**config.mk**
```make
export PLATFORM = sky130hd
export DESIGN_NAME = qte_cordic
export DESIGN_NICKNAME = d
export VERILOG_FILES = /design/src/rtl/core/qte_pkg.sv /design/src/rtl/core/qte_cordic.sv
export SDC_FILE = /design/constraint.sdc
export NUM_CORES = 2
export LEC_CHECK = 0
export ABC_CLOCK_PERIOD_IN_PS = 10200
export BUFFER_PORTS_ARGS = -buffer_cell sky130_fd_sc_hd__buf_2
export CORE_MARGIN = 1.5
export CORE_UTILIZATION = 40
export CTS_CLUSTER_SIZE = 20
export DETAILED_ROUTE_END_ITERATION = 6
export GPL_TIMING_DRIVEN = 0
export PLACE_DENSITY = 0.61
export SYNTH_ARGS = -nofsm -noshare
export SYNTH_HDL_FRONTEND = slang
export SYNTH_SLANG_ARGS = --single-unit
```
**constraint.sdc**
```tcl
create_clock -name clk -period 10.2 [get_ports clk]
set_input_delay 0.51 -clock clk [delete_from_list [all_inputs] [get_ports clk]]
set_output_delay 0.51 -clock clk [all_outputs]
set_load 0.1 [all_outputs]
```
**src/rtl/core/qte_pkg.sv**
```systemverilog
package qte_pkg;

    // CORDIC micro-rotations, 8 .. 24
    localparam int CORDIC_STEPS = 16;
    localparam int CORDIC_LAT   = CORDIC_STEPS + 1;

    // vector, angle and wrapped-angle widths
    localparam int CW = 36;
    localparam int ZW = 24;
    localparam int YW = 26;

    // square root: radicand, working and root widths
    localparam int RAD_W   = 61;
    localparam int SQW     = 63;
    localparam int ROOT_W  = 31;
    localparam int ISQ_LAT = (SQW + 1) / 2;

    // alignment of the three angle paths
    localparam int PITCH_DONE = 4 + ISQ_LAT + CORDIC_LAT;
    localparam int S_DLY      = 2 + ISQ_LAT;
    localparam int CODE_DLY   = 2 + ISQ_LAT + CORDIC_LAT;
    localparam int CODE_TAP   = CORDIC_LAT - 1;
    localparam int ROLL_DLY   = 1 + ISQ_LAT;
    localparam int YAW_DLY    = ISQ_LAT;

    localparam logic signed [ZW-1:0] HALF_PI_Q20 = 24'sd1647099;
    localparam logic signed [YW-1:0] PI_Q20      = 26'sd3294199;
    localparam logic signed [YW-1:0] TWO_PI_Q20  = 26'sd6588398;
    localparam logic signed [15:0]   ANG_LIM     = 16'sd25736;
    localparam logic signed [15:0]   PITCH_LIM16 = 16'sd12868;
    localparam logic signed [14:0]   PITCH_LIM   = 15'sd12868;
    localparam logic signed [31:0]   ONE_Q30     = 32'sd1073741824;
    localparam logic [14:0]          THR_RESET   = 15'd16351;

    typedef enum logic [1:0] {
        CODE_REGULAR   = 2'd0,
        CODE_PITCH_NEG = 2'd1,
        CODE_PITCH_POS = 2'd2
    } sing_code_t;

    // atan(2^-i) at 2^20 per radian
    function automatic logic signed [ZW-1:0] atan_q20(input int i);
        logic signed [ZW-1:0] a;
        case (i)
            0:       a = 24'sd823550;
            1:       a = 24'sd486170;
            2:       a = 24'sd256879;
            3:       a = 24'sd130396;
            4:       a = 24'sd65451;
            5:       a = 24'sd32757;
            6:       a = 24'sd16383;
            7:       a = 24'sd8192;
            8:       a = 24'sd4096;
            9:       a = 24'sd2048;
            10:      a = 24'sd1024;
            11:      a = 24'sd512;
            12:      a = 24'sd256;
            13:      a = 24'sd128;
            14:      a = 24'sd64;
            15:      a = 24'sd32;
            16:      a = 24'sd16;
            17:      a = 24'sd8;
            18:      a = 24'sd4;
            19:      a = 24'sd2;
            20:      a = 24'sd1;
            default: a = 24'sd0;
        endcase
        return a;
    endfunction

    // round 2^20 angle to 2^13 and clamp to +-lim
    function automatic logic signed [15:0] to_out(input logic signed [YW-1:0] z,
                                                  input logic signed [15:0] lim);
        logic signed [YW-1:0] r;
        logic signed [YW-1:0] l;
        logic signed [15:0]   o;
        r = (z + YW'(64)) >>> 7;
        l = YW'(lim);
        if (r > l)
            o = lim;
        else if (r < -l)
            o = -lim;
        else
            o = r[15:0];
        return o;
    endfunction

endpackage

```
**src/rtl/core/qte_cordic.sv**
```systemverilog
module qte_cordic
    import qte_pkg::*;
(
    input  logic                 clk,
    input  logic                 rst_n,
    input  logic                 valid_in,
    input  logic signed [CW-1:0] x_in,
    input  logic signed [CW-1:0] y_in,
    output logic                 valid_out,
    output logic signed [ZW-1:0] z_out
);

    logic signed [CW-1:0] x_reg [0:CORDIC_STEPS];
    logic signed [CW-1:0] y_reg [0:CORDIC_STEPS];
    logic signed [ZW-1:0] z_reg [0:CORDIC_STEPS];
    logic                 zero_reg [0:CORDIC_STEPS];
    logic                 vld_reg [0:CORDIC_STEPS];

    logic signed [CW-1:0] x_next;
    logic signed [CW-1:0] y_next;
    logic signed [ZW-1:0] z_next;

    // quadrant fold into the right half plane
    always_comb
    begin
        x_next = x_in;
        y_next = y_in;
        z_next = '0;
        if (x_in[CW-1])
        begin
            if (!y_in[CW-1])
            begin
                x_next = y_in;
                y_next = -x_in;
                z_next = HALF_PI_Q20;
            end
            else
            begin
                x_next = -y_in;
                y_next = x_in;
                z_next = -HALF_PI_Q20;
            end
        end
    end

    always_ff @(posedge clk or negedge rst_n)
    begin
        if (!rst_n)
            vld_reg[0] <= 1'b0;
        else
            vld_reg[0] <= valid_in;
    end

    always_ff @(posedge clk)
    begin
        x_reg[0]    <= x_next;
        y_reg[0]    <= y_next;
        z_reg[0]    <= z_next;
        zero_reg[0] <= (x_in == '0) && (y_in == '0);
    end

    for (genvar i = 0; i < CORDIC_STEPS; i++)
    begin : g_step
        always_ff @(posedge clk or negedge rst_n)
        begin
            if (!rst_n)
                vld_reg[i+1] <= 1'b0;
            else
                vld_reg[i+1] <= vld_reg[i];
        end

        always_ff @(posedge clk)
        begin
            zero_reg[i+1] <= zero_reg[i];
            if (!y_reg[i][CW-1])
            begin
                x_reg[i+1] <= x_reg[i] + (y_reg[i] >>> i);
                y_reg[i+1] <= y_reg[i] - (x_reg[i] >>> i);
                z_reg[i+1] <= z_reg[i] + atan_q20(i);
            end
            else
            begin
                x_reg[i+1] <= x_reg[i] - (y_reg[i] >>> i);
                y_reg[i+1] <= y_reg[i] + (x_reg[i] >>> i);
                z_reg[i+1] <= z_reg[i] - atan_q20(i);
            end
        end
    end

    assign valid_out = vld_reg[CORDIC_STEPS];
    // atan2(0,0) is 0
    assign z_out = zero_reg[CORDIC_STEPS] ? '0 : z_reg[CORDIC_STEPS];

endmodule

```
After elaboration in Yosys (flattened, before gate mapping)
Memory sizes are Yosys's and may differ from the RTL's. Cells that the tools add are included.

Reduce and logical (&&, ||, !) cells: 3. Multipliers: 0. Multiplexer cells: 87. Eq/ne operators: 0. Bitwise gates (word level): 48. Add/subtract/negate cells: 97. Shift-type cells: 0. Div/mod/pow operators: 0. $lt $le $gt $ge: 0.

Operators with widths (count): 36-bit two-way mux (36); 24-bit two-way mux (19); 36-bit by 21-bit adder with 36-bit output (2); 36-bit by 22-bit adder with 36-bit output (2); 36-bit by 23-bit adder with 36-bit output (2); 36-bit by 24-bit adder with 36-bit output (2); 36-bit by 25-bit adder with 36-bit output (2); 36-bit by 26-bit adder with 36-bit output (2); 36-bit by 27-bit adder with 36-bit output (2); 36-bit by 28-bit adder with 36-bit output (2); 36-bit by 29-bit adder with 36-bit output (2); 36-bit by 30-bit adder with 36-bit output (2); 36-bit by 31-bit adder with 36-bit output (2); 36-bit by 32-bit adder with 36-bit output (2); 36-bit by 33-bit adder with 36-bit output (2); 36-bit by 34-bit adder with 36-bit output (2); 36-bit by 35-bit adder with 36-bit output (2); 36-bit zero test (2); 36-bit negator (2); 36-bit by 21-bit subtractor with 36-bit output (2); 36-bit by 22-bit subtractor with 36-bit output (2); 36-bit by 23-bit subtractor with 36-bit output (2); 36-bit by 24-bit subtractor with 36-bit output (2); 36-bit by 25-bit subtractor with 36-bit output (2); 45 further kinds (136).

Register bits after elaboration: 17. Memories: 4. ROM bits: 0. Output and inout bits: 25. Memory bits (writable): 1649. Latch bits: 0. Bits of input ports: 75.

Memory list: x_reg (words 17, bits a word 36, rd ports 16, clocked after Yosys merged registers in 0, write ports 17, RTL line qte_cordic.sv:13) `logic signed [CW-1:0] x_reg [0:CORDIC_STEPS];`; y_reg (words 17, bits a word 36, rd ports 16, clocked after Yosys merged registers in 0, write ports 17, RTL line qte_cordic.sv:14) `logic signed [CW-1:0] y_reg [0:CORDIC_STEPS];`; z_reg (words 17, bits a word 24, rd ports 17, clocked after Yosys merged registers in 0, write ports 17, RTL line qte_cordic.sv:15) `logic signed [ZW-1:0] z_reg [0:CORDIC_STEPS];`; zero_reg (words 17, bits a word 1, rd ports 17, clocked after Yosys merged registers in 0, write ports 17, RTL line qte_cordic.sv:16) `logic zero_reg [0:CORDIC_STEPS];`.

Depth between registers and ports, before layout
Depth after elaboration: 3. Depth in mapped cells: 23.

Worst setup path before layout
Ideal clock, no wire load.

Path type: register to register. Start: memory y_reg[1][4]. End: memory x_reg[2][35]. Setup time: 0.072 ns. Setup slack: 5.648 ns. Clock period less this slack: 4.552 ns. Data arrival time: 4.480 ns. Stages on the path, launching flop included: 22. Path buffers: 0. Cells stage by stage: dfxtp_1 nor3_1 nand2_1 nor4_1 nand2_1 nor3b_1 and2_1 a21oi_1 xnor2_1 ha_1 a21o_1 a21o_1 a21o_1 a2111oi_2 nor2_1 a2111oi_0 o21ai_1 a2111oi_2 nor3_1 a21o_1 a21oi_2 xnor2_1.

RTL lines (RTL line): start, declared (qte_cordic.sv:14); end, declared (qte_cordic.sv:13).

==> flow_results.org <==
** Run status
- The flow ran to the end, but the final reports show violations.
- The final reports fail on DRC, capacitance limit, slew limit.

** Timing
- Setup repair after global routing left no endpoint under its margin.
- For the pin with the worst max-slew slack, the measured transition is 1645 ps.
- F_max :: 0.1516 GHz
- The clock arrives with 54.49 ps of skew.
- Worst relative slew slack :: -9.865%
- Final-report setup violation count :: 0
- The worst path needs 6596 ps of the cycle, external delays included.
- Slew Limit Fails :: 16
- The count of endpoints failing hold in the final timing report is 0.
- Adding up every negative setup slack in the final design gives 0 ps.
- The worst path uses 64.66% of the clock period.

** Global routing
- Number of global-route vias before repair :: about 87k
- The first global-routing pass estimated about 480000 um of wire.
- Summed over all layers, the global routing overflow is 0.
- Entering global routing, the biggest net connects 23 pins.
- Met2 Usage GRT :: 35.41%
- Number of antenna violations at the first check in global routing :: 5
- Global routing's busiest layer :: met2
- All-layer global routing usage :: 21.38%
- Met3 GRT Util :: ~2.7%
- Met1 Use GR :: ~29%

** Clock tree
- Clock tree buffer depth :: 4
- Later-pin clock latency in the skew report :: ~870 ps
- Clock-pin slew was measured on the worst setup and hold paths at 60 ps.
- The number of setup buffers added after CTS is 0.
- TritonCTS built the clock tree.
- Clock Root Buffer :: clkbuf_16
- CTS saw between 1k and 1.5k sinks.
- Htree depth :: 4
- Cts bufs inserted :: ~180

** Place
- Number of buffer cells added on primary ports :: 97
- The congestion estimate from routability-driven global placement came to 0.9405.
- After legalization and detailed placement, the total HPWL measured 249500 um.

** Worst setup path
- Maximum fanout encountered on the critical timing path :: 20
- Worst Setup End Kind :: flop
- For flop-to-flop paths, the worst setup slack is 3600 ps.
- Worst Setup Path Type :: reg2reg
- The startpoint identified for the worst register-to-register timing path is y_reg[2][35]$_DFF_P_.
- Crit path launch type :: flop
- Library cell contributing the largest single delay on the critical path :: dfxtp_1
- Required arrival time at the worst endpoint :: 10920 ps
- Reg2reg end :: x_reg[3][35]$_DFF_P_
- For this run, the slowest stage of the critical path takes 1030 ps.
- In this design, the critical path's most frequently occurring cell is a221oi_1.
- The worst register-to-register path has a depth of 14.
- Traced cell by cell, the critical path runs through clkbuf_1 -> inv_1 -> and2_1 -> xnor2_1 -> ha_1 -> o21ai_0 -> a221oi_1 -> a221oi_1 -> o31ai_1 -> a21oi_1 -> a31oi_1 -> and3b_1 -> mux2i_1 -> nand3_1.
- Arrival time of data at the critical path endpoint :: 7310 ps

** Job
- Across the run, the number of max-cap violations was 1.

** Hold path
- Hold Path Cell Cnt :: 3
- Hold EP :: x_reg[0][10]$_DFF_P_
- The worst hold path belongs to the class in2reg.
- Startpoint of the tightest hold check path :: x_in[10]

** Final layout
- Share of layout cells above drive strength 1 :: a little under 4%
- Largest register FFs :: 541
- Commonest cells after routing, fill and taps aside :: dfxtp_1, a21oi_1, nor2_1
- Area Overhead vs Synth :: 10.97%
- The library cell used most frequently in the layout, excluding fill and tap cells, is dfxtp_1.
- For this run, the post-layout net count is 14.91k.
- Once layout is complete, the utilization of the core stands at 44.63%.

** Detailed routing
- Routed wirelength normalized by instance count :: 17.77 um
- The final layout contains routed wiring with a total length of 305100 um.
- The routed layout has around 93k vias.
- In the routed layout, each cell is associated on average with a via count of 5.403.
- For this run, the detailed router's first-pass iteration total came to 7.
- Once detail routing completed, the nets flagged for antenna violations numbered 0.
- Detailed Route Iter0 Violations :: 6731
- After detailed routing, the number of remaining DRC violations is 4.

** Synthesis
- In the synthesized netlist the dominant register cell turns out to be dfxtp_1.
- Counting every net in the synthesized netlist gives around 15k.
- Synth top area cells :: dfxtp_1, ha_1, xnor2_1
- Sequential elements use 27.39% of the synthesized area.
- Post-synth ARST share :: 1.144%
- The largest total area in the synthesized netlist belongs to dfxtp_1.
- Area share of the largest cell type after synthesis :: between 20% and 30%
- In this run the cell area of the synthesized design comes to 108900 sq um.
- Post-synth EDFFs :: 0
- The Yosys step of the flow raised 0 warnings.
- Post-synth cell types :: 100
- #FFs+latches synth :: 1486
- Synthesized netlist cell count :: 13.08k
- A synthesized cell averages 8.327 sq um.

** Floorplan
- Die span in y :: 524.8 um
- Die span in x :: 524.8 um
- The die covers about 280000 sq um.
- Number of I/O pins :: 100
- Std-Cell Rows :: 191
- The region available for standard cell placement spans roughly 270000 sq um.
- The initial utilization of the core area, before any placement, comes to between 40% and 50%.
layout make-up:
class	instances	area (sq um)
well taps	3570	4467
inverters	651	2444
fillers	27060	149900
repair buffers	190	1416
clock buffers	235	5046
diodes	22	55.05
clock inverters	77	959.7
multi-input cells	10690	75690
plain buffers	249	944.7
flip-flops and latches	1486	29830
kinds of logic after synthesis:
| logic type | count (synthesis) | synth area share [%] |
|---|---|---|
| compound gates | 3740 | 21.59 |
| mux | 62 | 0.6032 |
| simple gates | 3632 | 15.97 |
| flops | 1486 | 27.39 |
| fa+ha+maj | 1389 | 16.30 |
| buf+inv | 900 | 3.108 |
| xor+xnor | 1870 | 15.04 |
timing repair:
action | 4_1_cts | 5_1_grt
endpoints found under the hold margin | 90 | 0
hold buffers | 93 | 0
gates resized for setup | 0 | 0
synth_stat cells, drive strengths merged, types with 54 or more instances:
| master | count |
|---|---|
| and3 | 95 |
| nor3 | 385 |
| nor4 | 118 |
| o21bai | 185 |
| a21o | 566 |
| xnor2 | 1189 |
| o31ai | 66 |
| a31oi | 151 |
| a21boi | 54 |
| nand2 | 639 |
| xor2 | 681 |
| and2 | 92 |
| nor2 | 1341 |
| clkbuf | 213 |
| a21oi | 1465 |
| or3 | 67 |
| ha | 1340 |
| nand4 | 94 |
| o21ai | 586 |
| o21a | 158 |
| dfxtp | 1469 |
| nor2b | 226 |
| inv | 645 |
| a211oi | 87 |
| nand2b | 182 |
| nand3 | 182 |
metal layers:
layer	share of wire [%]	vias up	routed length, um
met5	0.083	-	252
met4	3.1	2	9585
met3	5.5	391	16780
met2	45	2160	138300
met1	46	43070	140200
li1	-	47160	-
through the flow:
stage	area (sq um)	instances	hold slack, ps	setup slack (ps)
floorplan	108900	13080	214.4	5648
global placement	113900	16750	310.3	3283
detailed placement	113900	16750	312.1	3585
CTS	120800	17150	2.568	3557
global route	120800	17170	74.84	3290
finish	120900	17170	70.66	3604
critical path, delay by kind of cell (launching register included):
family | cells | cell delay [ps]
AOI/OAI and AO/OA | 6 | 2110
xor gates and xnor gates | 1 | 140
adders and majority gates | 1 | 350
buffers and inverters | 2 | 1870
DFF | 1 | 1030
muxes | 1 | 190
and+or+nand+nor | 3 | 760
how the worst max path moves through the flow:
stage / start / endpoint / slack [ps] / depth (start not counted)
3_5_place_dp: y_reg[2][35]$_DFF_P_ / x_reg[3][35]$_DFF_P_ / 3590 / 14
4_1_cts: y_reg[2][35]$_DFF_P_ / x_reg[3][35]$_DFF_P_ / 3560 / 14
3_3_place_gp: y_reg[4][35]$_DFF_P_ / y_reg[5][33]$_DFF_P_ / 3280 / 17
6_report: y_reg[2][35]$_DFF_P_ / x_reg[3][35]$_DFF_P_ / 3600 / 14
5_1_grt: y_reg[2][35]$_DFF_P_ / x_reg[3][35]$_DFF_P_ / 3290 / 14
2_1_floorplan: y_reg[1][4]$_DFF_P_ / x_reg[2][35]$_DFF_P_ / 5650 / 21
Power is left out: the tool's default activity adds up to more than one toggle a clock period on the data nets, which glitch-free logic cannot reach.
